### src/rtl/dpf_pkg.sv
package dpf_pkg;

	localparam int PROCESSES  = 4;
	localparam int PAGES      = 16;
	localparam int FRAMES     = 8;
	localparam int LINE_BYTES = 16;
	localparam int DISK_SLOTS = 32;

	localparam int PROC_W  = 2;
	localparam int PAGE_W  = 4;
	localparam int OFF_W   = 4;
	localparam int FRAME_W = 3;
	localparam int PA_W    = 7;
	localparam int BYTE_W  = 8;

	localparam logic [1:0] ST_HIT   = 2'd0;
	localparam logic [1:0] ST_FAULT = 2'd1;
	localparam logic [1:0] ST_FULL  = 2'd2;

	localparam logic OP_READ  = 1'b0;
	localparam logic OP_WRITE = 1'b1;

	typedef struct packed {
		logic [PROC_W-1:0] process;
		logic              op;
		logic [PAGE_W-1:0] page;
		logic [OFF_W-1:0]  offset;
	} dpf_req_t;

	typedef struct packed {
		logic [1:0]         status;
		logic [FRAME_W-1:0] allocated_frame;
		logic               evicted;
		logic [FRAME_W-1:0] evicted_frame;
		logic               wrote_back;
		logic [PA_W-1:0]    phys_addr;
		logic [BYTE_W-1:0]  read_data;
		logic               read_valid;
	} dpf_rsp_t;

	// Controller commands to the datapath.
	typedef struct packed {
		logic load;      // latch request, compute lookup
		logic evict;     // pick victim, update victim entry
		logic wb_step;   // one write-back byte
		logic alloc;     // commit new mapping
		logic rl_step;   // one reload byte
		logic acc_rd;    // issue RAM access read
		logic finish;    // do access, drive result
		logic drop;      // disk slots exhausted result
	} dpf_cmd_t;

	// Datapath status to the controller.
	typedef struct packed {
		logic hit;
		logic full;
		logic free_found;
		logic need_wb;
		logic need_rl;
		logic last_byte;
	} dpf_sts_t;

endpackage

### src/rtl/dpf_ctrl.sv
module dpf_ctrl (
	input  logic              clk,
	input  logic              arst_n,
	input  logic              start,
	input  logic              clr_done,
	input  dpf_pkg::dpf_sts_t sts,
	output dpf_pkg::dpf_cmd_t cmd,
	output logic              busy
);
	import dpf_pkg::*;

	typedef enum logic [9:0] {
		S_CLEAR = 10'b0000000001,
		S_IDLE  = 10'b0000000010,
		S_LOOK  = 10'b0000000100,
		S_EVICT = 10'b0000001000,
		S_WB    = 10'b0000010000,
		S_ALLOC = 10'b0000100000,
		S_RL    = 10'b0001000000,
		S_ACC   = 10'b0010000000,
		S_FIN   = 10'b0100000000,
		S_DROP  = 10'b1000000000
	} state_t;

	state_t state_q, state_d;

	always_comb begin
		state_d = state_q;
		cmd = '0;
		case (state_q)
			S_CLEAR: begin
				if (clr_done) state_d = S_IDLE;
			end
			S_IDLE: begin
				if (start) begin
					cmd.load = 1'b1;
					state_d = S_LOOK;
				end
			end
			S_LOOK: begin
				if (sts.hit) state_d = S_ACC;
				else if (sts.full) state_d = S_DROP;
				else if (sts.free_found) state_d = S_ALLOC;
				else state_d = S_EVICT;
			end
			S_EVICT: begin
				cmd.evict = 1'b1;
				state_d = sts.need_wb ? S_WB : S_ALLOC;
			end
			S_WB: begin
				cmd.wb_step = 1'b1;
				if (sts.last_byte) state_d = S_ALLOC;
			end
			S_ALLOC: begin
				cmd.alloc = 1'b1;
				state_d = sts.need_rl ? S_RL : S_ACC;
			end
			S_RL: begin
				cmd.rl_step = 1'b1;
				if (sts.last_byte) state_d = S_ACC;
			end
			S_ACC: begin
				cmd.acc_rd = 1'b1;
				state_d = S_FIN;
			end
			S_FIN: begin
				cmd.finish = 1'b1;
				state_d = S_IDLE;
			end
			S_DROP: begin
				cmd.drop = 1'b1;
				state_d = S_IDLE;
			end
			default: state_d = S_IDLE;
		endcase
	end

	always_ff @(posedge clk or negedge arst_n) begin
		if (!arst_n) begin
			state_q <= S_CLEAR;
		end else begin
			state_q <= state_d;
		end
	end

	assign busy = (state_q != S_IDLE);
endmodule

### config.mk
export PLATFORM = sky130hd
export DESIGN_NAME = dpf_ctrl
export DESIGN_NICKNAME = d
export VERILOG_FILES = /design/src/rtl/dpf_pkg.sv /design/src/rtl/dpf_ctrl.sv
export SDC_FILE = /design/constraint.sdc
export NUM_CORES = 1
export LEC_CHECK = 0
export BUFFER_PORTS_ARGS = -buffer_cell sky130_fd_sc_hd__buf_2
export CAP_MARGIN = 10
export CORE_UTILIZATION = 48
export DETAILED_ROUTE_END_ITERATION = 10
export PLACE_DENSITY = 0.76
export SETUP_SLACK_MARGIN = 0.2
export SKIP_LAST_GASP = 1
export SLEW_MARGIN = 0
export SYNTH_ARGS = -nofsm -noshare
export SYNTH_HDL_FRONTEND = slang
export SYNTH_SLANG_ARGS = --single-unit
### constraint.sdc
create_clock -name clk -period 2.4 [get_ports clk]
set_clock_uncertainty 0.2 [all_clocks]
set_input_delay 0.24 -clock clk [delete_from_list [all_inputs] [get_ports clk]]
set_output_delay 0.24 -clock clk [all_outputs]
set_load 0.05 [all_outputs]
==> results of run 1 <==
[logic make-up after synthesis]
kind of cell	Yosys count	share of synthesized area, %
AO/OA/AOI/OAI	9	9.620
XOR/XNOR	2	2.806
buffers and inverters	6	3.607
flip-flops	10	40.28
multiplexers	1	1.803
AND/OR/NAND/NOR	41	41.89
[through the flow]
step,total power (µW),setup WS (ns)
3_3_place_gp,567.5,0.3530
6_report,784.8,0.1919
3_5_place_dp,570.4,0.2940
2_1_floorplan,499.4,0.1172
5_1_grt,825.8,0.09502
4_1_cts,727.8,0.1859
[repair_timing]
action	CTS	global route
pin swaps	1	6
resized for setup	7	20
endpoints found under the hold margin	13	0
setup buffers	1	3
hold buffers	5	0
setup endpoints to repair	5	10
[worst max-delay path, delay by kind of cell (launching register included)]
kind / cells / cell delay, ns
buffers and inverters: 3 / 0.53
DFF: 1 / 0.44
and+or+nand+nor: 2 / 0.50
[cell type report]
cell class / count / area share [%]
clock buffer: 4 / 2.763
inverter: 6 / 2.368
multi-input combinational: 53 / 45.00
sequential: 10 / 26.97
tap: 14 / 1.842
timing repair buffer: 27 / 21.05
[per-layer routing]
layer	routed length, µm	up-vias	GRT usage, %
li1	-	312	-
met1	737	311	33.96
met2	881	27	42.80
met3	68	5	5.233
met4	28	0	13.39
met5	0	-	0
[cells in the final DEF (no fill, tap or decap), drive strengths merged, types with 2 or more instances in the layout]
cell and count:
a21oi 3, a22o 2, and2 2, buf 22
clkbuf 4, dfrtp 9, dlygate4sd3 5, inv 6
nand2 4, nand3 4, nand4 2, nor2 10
nor2b 4, nor3b 5, nor4 3, nor4b 2
o21ai 2, xor2 2
[power groups by stage]
stage	clock network (µW)	registers [µW]	logic [µW]
after global routing	136	241	449
after floorplan	0	222	277
after global placement	0	231	336
final	131	236	418
after detailed placement	0	231	339
after CTS	130	235	363
[worst min path at each step]
| stage | startpoint | to | slack (ns) | cells past startpoint |
|---|---|---|---|---|
| final | start | state_q[2] | 0.06 | 3 |
| after global routing | sts[5] | state_q[3] | 0.08 | 3 |
| after CTS | start | state_q[2] | 0.06 | 3 |
| after detailed placement | arst_n | state_q[2] | -0.08 | 1 |
| after global placement | arst_n | state_q[2] | -0.08 | 1 |
| after floorplan | arst_n | state_q[1] | -0.26 | 0 |
==> results by group, run 1 <==
Run status
  • Status: finished, final reports clean

Critical path
  • CP cell instances: buf_4, nor4b_1, nand3_1, inv_1, buf_2
  • R2R Setup Slk: 0.26 ns
  • WP data required: 1.96 ns
  • Critical path peak fanout: 4
  • R2R Path End: state_q[5]
  • Critical Path Start: state_q[5]
  • Critical Path Source Type: register
  • Nature of the critical path endpoint: output port
  • Critical path arrival: 1.77 ns
  • CP Class: register to output port
  • Crit path max-delay cell type: dfrtp_2
  • Worst path max stage delay: 0.44 ns
  • Reg2reg start: state_q[5]
  • Reg2reg path depth: 6
  • Worst setup path endpoint: cmd[5]

Floorplan
  • # IOs: 19
  • Num rows: 12
  • Die X: 38.07 µm
  • Initial core utilization: 54.00%
  • Die Height: 38.07 µm
  • Die area: 1449 µm²
  • Core ar.: 1156 µm²

Layout
  • Nets: 111
  • Fill cells: 67
  • Multi-input logic area: 427.9 µm²
  • Layout cells sized above 1: 48.00%
  • Largest registers: state_q: 10 flops
  • Most flops, register: state_q
  • Layout Utilization: 82.25%
  • Layout Cells excl Fill: 114
  • Area growth from synthesis to layout: 52.30%
  • Largest register FFs: 10
  • Diode count: 0
  • Reg area: 256.5 µm²
  • Post-Layout Inst Area: 950.9 µm²

Pwr
  • Peak supply drop: 0.5830 mV
  • Sequential share of power: 30.0%
  • Cell Pwr Density: 825.4 nW/µm²
  • Net Sw Power: 362.2 µW
  • Switch share: 46.15%
  • Internal power: 422.6 µW
  • Comb power frac: 53.2%
  • Portion of total power attributed to the clock network: 16.7%
  • Pleak: 0.0004449 µW

Synthesis
  • Yosys reg bits: 10
  • Synthesis Warnings: 0
  • Number of distinct library cells after synthesis: 27
  • Area contributors post-synth: dfrtp_1 36%, nor2_1 6.0%, nor3b_1 6.0%
  • Synth Flop Type: dfrtp_1
  • Syn_nets: 79
  • Share of the synthesized area in the top cell type: 36.07%
  • Most frequent cell after synthesis: nor2_1
  • Number of synthesized flops with an enable pin: 0
  • Mapped Area: 624.3 µm²
  • Post-synth ARST share: 100.0%
  • Post-synth top area cell: dfrtp_1
  • Sequential element share of the synthesized area: 40.28%
  • Syn Inst Count: 69
  • Top cells by count, synth: 10 x nor2_1, 9 x dfrtp_1, 6 x inv_1, 5 x nor3b_1
  • Mean Syn Cell Area: 9.049 µm²

Placement
  • Placed cells: 101
  • RD Place Congestion: 0.9060
  • Post-DP Area: 760.7 µm²
  • I/O Buffers: 18
  • DPL Wire Length: 1.050 mm

Clock network
  • CTS tree: built
  • CTS Buf Count: 3
  • Clock Pin Slew Worst Setup and Hold Paths: 0.08 ns
  • Clk root buf: clkbuf_4
  • CTS HTree Levels: 1
  • Worst-Skew Late Latency: 0.28 ns
  • Clock tree buffer depth: 2
  • Clk sinks: 10

STA
  • F_max: 452.9 MHz
  • Slew headroom: 71.35%
  • Fin. Hold Viols: 0
  • Tmin final: 2.208 ns
  • RSZ-0062 raised after global routing: true
  • Slew at the pin closest to its max-slew limit: 0.4239 ns
  • WHS: 0.06052 ns
  • Final TNS setup: 0 ns
  • Slew Viols, Final: 0
  • Final setup fails: 0
  • Tcrit/Tclk final: 92.00%

Detailed routing
  • Routed vias/inst: 5.746
  • Avg WL per Cell: 15.04 µm
  • First-pass DRT Iterations: 4
  • DRT iter0 DRCs: 11
  • Residual DRC: 0
  • Antenna-violating nets left: 0
  • Total number of vias: 655
  • Total Wirelength: 1.715 mm

Global route
  • Grt ovf: 0
  • First-pass GRT wire length: 2.532 mm
  • Largest net degree at the start of global routing: 11
  • Initial antenna violation count: 0
  • Vias in the first global route: 569
  • Total track usage: 26.73%

Min path
  • Hold crit path type: input port to register

Run
  • Maxcap violations: 0
(Power assumes the default switching activity.)
==> inputs of run 2 (changes only) <==
--- a/config.mk
+++ b/config.mk
@@ -5,11 +5,13 @@
 export SDC_FILE = /design/constraint.sdc
 export NUM_CORES = 1
 export LEC_CHECK = 0
+export ABC_AREA = 1
 export BUFFER_PORTS_ARGS = -buffer_cell sky130_fd_sc_hd__buf_2
 export CAP_MARGIN = 10
-export CORE_UTILIZATION = 48
+export CORE_UTILIZATION = 50
 export DETAILED_ROUTE_END_ITERATION = 10
-export PLACE_DENSITY = 0.76
+export PLACE_DENSITY = 0.77
+export REMOVE_ABC_BUFFERS = 1
 export SETUP_SLACK_MARGIN = 0.2
 export SKIP_LAST_GASP = 1
 export SLEW_MARGIN = 0
==> run 2 against run 1 <==
Synthesized cell count grew 81%. Sequential power down 11%. Cell count up 47%. Count of clock-buffer cells in the layout did not move. Clock power is 22% higher. Die area rose by 17%. Via count rose by 34%. Critical path type unchanged. Critical endpoint is now cmd[6]. Largest power group unchanged. Highest routed layer unchanged.
==> results by group, run 2 <==
Pwr
  • Portion of total power attributed to the clock network: 19.4% (+2.7 points)
  • Comb power frac: 55.3% (+2.1 points)
  • Sequential share of power: 25.3% (-4.7 points)
  • Switch share: 49.42% (+3.3 points)
  • Pleak: 0.0006088 µW (+37%)
  • Net Sw Power: 407.3 µW (+12%)
  • Internal power: 416.8 µW (-1.4%)
  • Peak supply drop: 0.4823 mV (-17%)
  • Cell Pwr Density: 838.0 nW/µm² (+1.5%)

Layout
  • Largest registers: state_q: 10 flops
  • Most common cell after layout, fill and taps aside: nand2_1
  • Layout Cells excl Fill: 168 (+47%)
  • Layout cells sized above 1: 24.84% (-23 points)
  • Area growth from synthesis to layout: 27.60%
  • Diode count: 0 (unchanged)
  • Post-Layout Inst Area: 983.4 µm² (+3.4%)
  • Most frequent cells in the layout: 31 x nand2_1, 22 x nor2_1, 21 x inv_1
  • Largest register FFs: 10 (unchanged)
  • Nets: 164 (+48%)
  • Most flops, register: state_q

Critical path
  • WP data required: 1.96 ns (about the same)
  • Nature of the critical path endpoint: output port
  • CP Class: register to output port
  • Critical path arrival: 1.68 ns (-0.09 ns)
  • Critical Path Source Type: register
  • Critical path peak fanout: 6 (+2)

Global route
  • Largest net degree at the start of global routing: 11 (unchanged)
  • First-pass GRT wire length: 2.939 mm (+16%)
  • Vias in the first global route: 692 (+22%)
  • Initial antenna violation count: 0 (unchanged)
  • Grt ovf: 0 (unchanged)
  • Total track usage: 28.18% (+1.5 points)

Detailed routing
  • Residual DRC: 0 (unchanged)
  • Routed vias/inst: 5.232 (-8.9%)
  • Total Wirelength: 1.985 mm (+16%)
  • DRT iter0 DRCs: 50 (+39)
  • Antenna-violating nets left: 0 (unchanged)
  • Avg WL per Cell: 11.82 µm (-21%)
  • Total number of vias: 879 (+34%)
  • First-pass DRT Iterations: 4 (unchanged)

Floorplan
  • Die area: 1702 µm² (+17%)
  • Die Height: 41.26 µm (+8.4%)
  • # IOs: 19 (unchanged)
  • Num rows: 13 (+1)
  • Initial core utilization: 56.41% (+2.4 points)
  • Die X: 41.26 µm (+8.4%)
  • Core ar.: 1366 µm² (+18%)

Synthesis
  • Area contributors post-synth: dfrtp_1 29%, nand2_1 15%, nor2_1 11%
  • Mean Syn Cell Area: 6.166 µm² (-32%)
  • Synthesis Warnings: 0 (unchanged)
  • Post-synth top area cell: dfrtp_1
  • Top cells by count, synth: 31 x nand2_1, 23 x nor2_1, 21 x inv_1, 12 x nand3_1, 9 x dfrtp_1
  • Syn Inst Count: 125 (+81%)
  • Number of distinct library cells after synthesis: 17 (-37%)
  • Most frequent cell after synthesis: nand2_1
  • Sequential element share of the synthesized area: 32.63% (-7.7 points)
  • Mapped Area: 770.7 µm² (+23%)
  • Yosys reg bits: 10 (unchanged)
  • Number of synthesized flops with an enable pin: 0 (unchanged)
  • Post-synth ARST share: 100.0% (unchanged)
  • Synth Flop Type: dfrtp_1
  • Share of the synthesized area in the top cell type: 29.22% (-6.9 points)

Clock network
  • CTS tree: built
  • Worst-Skew Late Latency: 0.27 ns (about the same)
  • Setup repair bufs after CTS: 0 (-1)
  • Clk sinks: 10 (unchanged)
  • Clk root buf: clkbuf_4
  • CTS Buf Count: 3 (unchanged)
  • Clock Pin Slew Worst Setup and Hold Paths: 0.07 ns (about the same)
  • CTS HTree Levels: 1 (unchanged)
  • Clock tree buffer depth: 2 (unchanged)

Min path
  • Hold crit path type: input port to register

Placement
  • RD Place Congestion: 0.8269 (-8.7%)
  • Placed cells: 158 (+56%)
  • Post-DP Area: 879.6 µm² (+16%)
  • DPL Wire Length: 1.422 mm (+35%)
  • Dpl ws: 0.5930 ns (+0.2990 ns)
  • I/O Buffers: 18 (unchanged)

STA
  • F_max: 472.3 MHz (+4.3%)
  • Slew at the pin closest to its max-slew limit: 0.2564 ns (-0.1674 ns)
  • Tmin final: 2.117 ns (-0.09061 ns)
  • Final setup fails: 0 (unchanged)
  • Slew headroom: 83.02% (+12 points)
  • Fin. Hold Viols: 0 (unchanged)
  • Slew Viols, Final: 0 (unchanged)
  • Final TNS setup: 0 ns (unchanged)
  • Tcrit/Tclk final: 88.23% (-3.8 points)
  • RSZ-0062 raised after global routing: true
  • Final worst slack: 0.2825 ns (+0.09061 ns)

Run status
  • Status: finished, final reports clean

Run
  • Maxcap violations: 0 (unchanged)
==> run 2: changes by cell type after synthesis, moves of 4 or more <==
cell,previous run,this run
nor2_1,10,23
nor3b_1,5,0
nand2_1,4,31
nand3_1,4,12
nor2b_1,4,0
nor2_4,0,4
inv_1,6,21
nand2_2,0,7
nor3_1,1,5
==> run 2: cells by family (layout without fill, tap and decap cells) <==
group           after synthesis  count (layout)  synth area share (%)
simple gates                 87              87                 52.92
flops                        10              10                 32.63
buf+inv                      23              51                 11.20
compound gates                5               5                 3.246
==> run 2: worst paths after layout <==
| kind | startpoint | endpoint | slack [ns] | cells past startpoint |
|---|---|---|---|---|
| worst max-delay path | state_q[4] | cmd[6] | 0.28 | 6 |
| worst min-delay path | sts[4] | state_q[9] | 0.04 | 3 |
| worst max register to register | state_q[4] | state_q[3] | 0.36 | 6 |
| worst min register to register | state_q[0] | state_q[0] | 0.30 | 2 |
| max in group asynchronous | arst_n | state_q[0] | 1.59 | 2 |
| min in group asynchronous | arst_n | state_q[1] | 0.15 | 2 |
==> run 2: cell type report <==
type                       count  area, µm²
clock buffer                   4      36.28
fill                         120      382.9
inverter                      23      86.33
multi-input combinational     92      435.4
sequential                    10      251.5
tap                           15      18.77
timing repair buffer          24      155.1
==> run 2: worst max-delay path, cell delays in order, from the launching register on <==
cell and delay (ns):
dfrtp_1 0.45, nor2_2 0.21, nand2_1 0.14, nor2_4 0.15, nand2_2 0.09, inv_1 0.09
buf_2 0.27
==> run 2: power groups by stage <==
stage          sequential (µW)  combinational (µW)  clock (µW)
2_1_floorplan              206                 352           0
3_3_place_gp               210                 427           0
3_5_place_dp               210                 434           0
4_1_cts                    207                 447         160
5_1_grt                    209                 503         170
6_report                   209                 456         160
==> run 2: stage by stage <==
stage / power (µW) / util, % / hold slack, ns
CTS: 814.3 / 71.43 / 0.03605
floorplan: 558.1 / - / -0.2556
finish: 824.2 / 71.98 / 0.03800
detailed placement: 644.3 / 64.38 / -0.08219
global route: 882.3 / 71.98 / 0.04238
global placement: 636.7 / 64.38 / -0.08410
==> run 2: repair_timing <==
action,CTS,global route
hold buffers,6,0
endpoints found under the setup margin,0,5
resized for setup,0,3
endpoints found under the hold margin,14,0
==> run 2: metal layers <==
metal  wire length, µm  vias to the layer above  GRT usage, %
li1                  -                      438             -
met1               791                      387         31.44
met2              1009                       46         48.44
met3               150                        8         7.609
met4                34                        0         14.52
met5                 0                        -             0
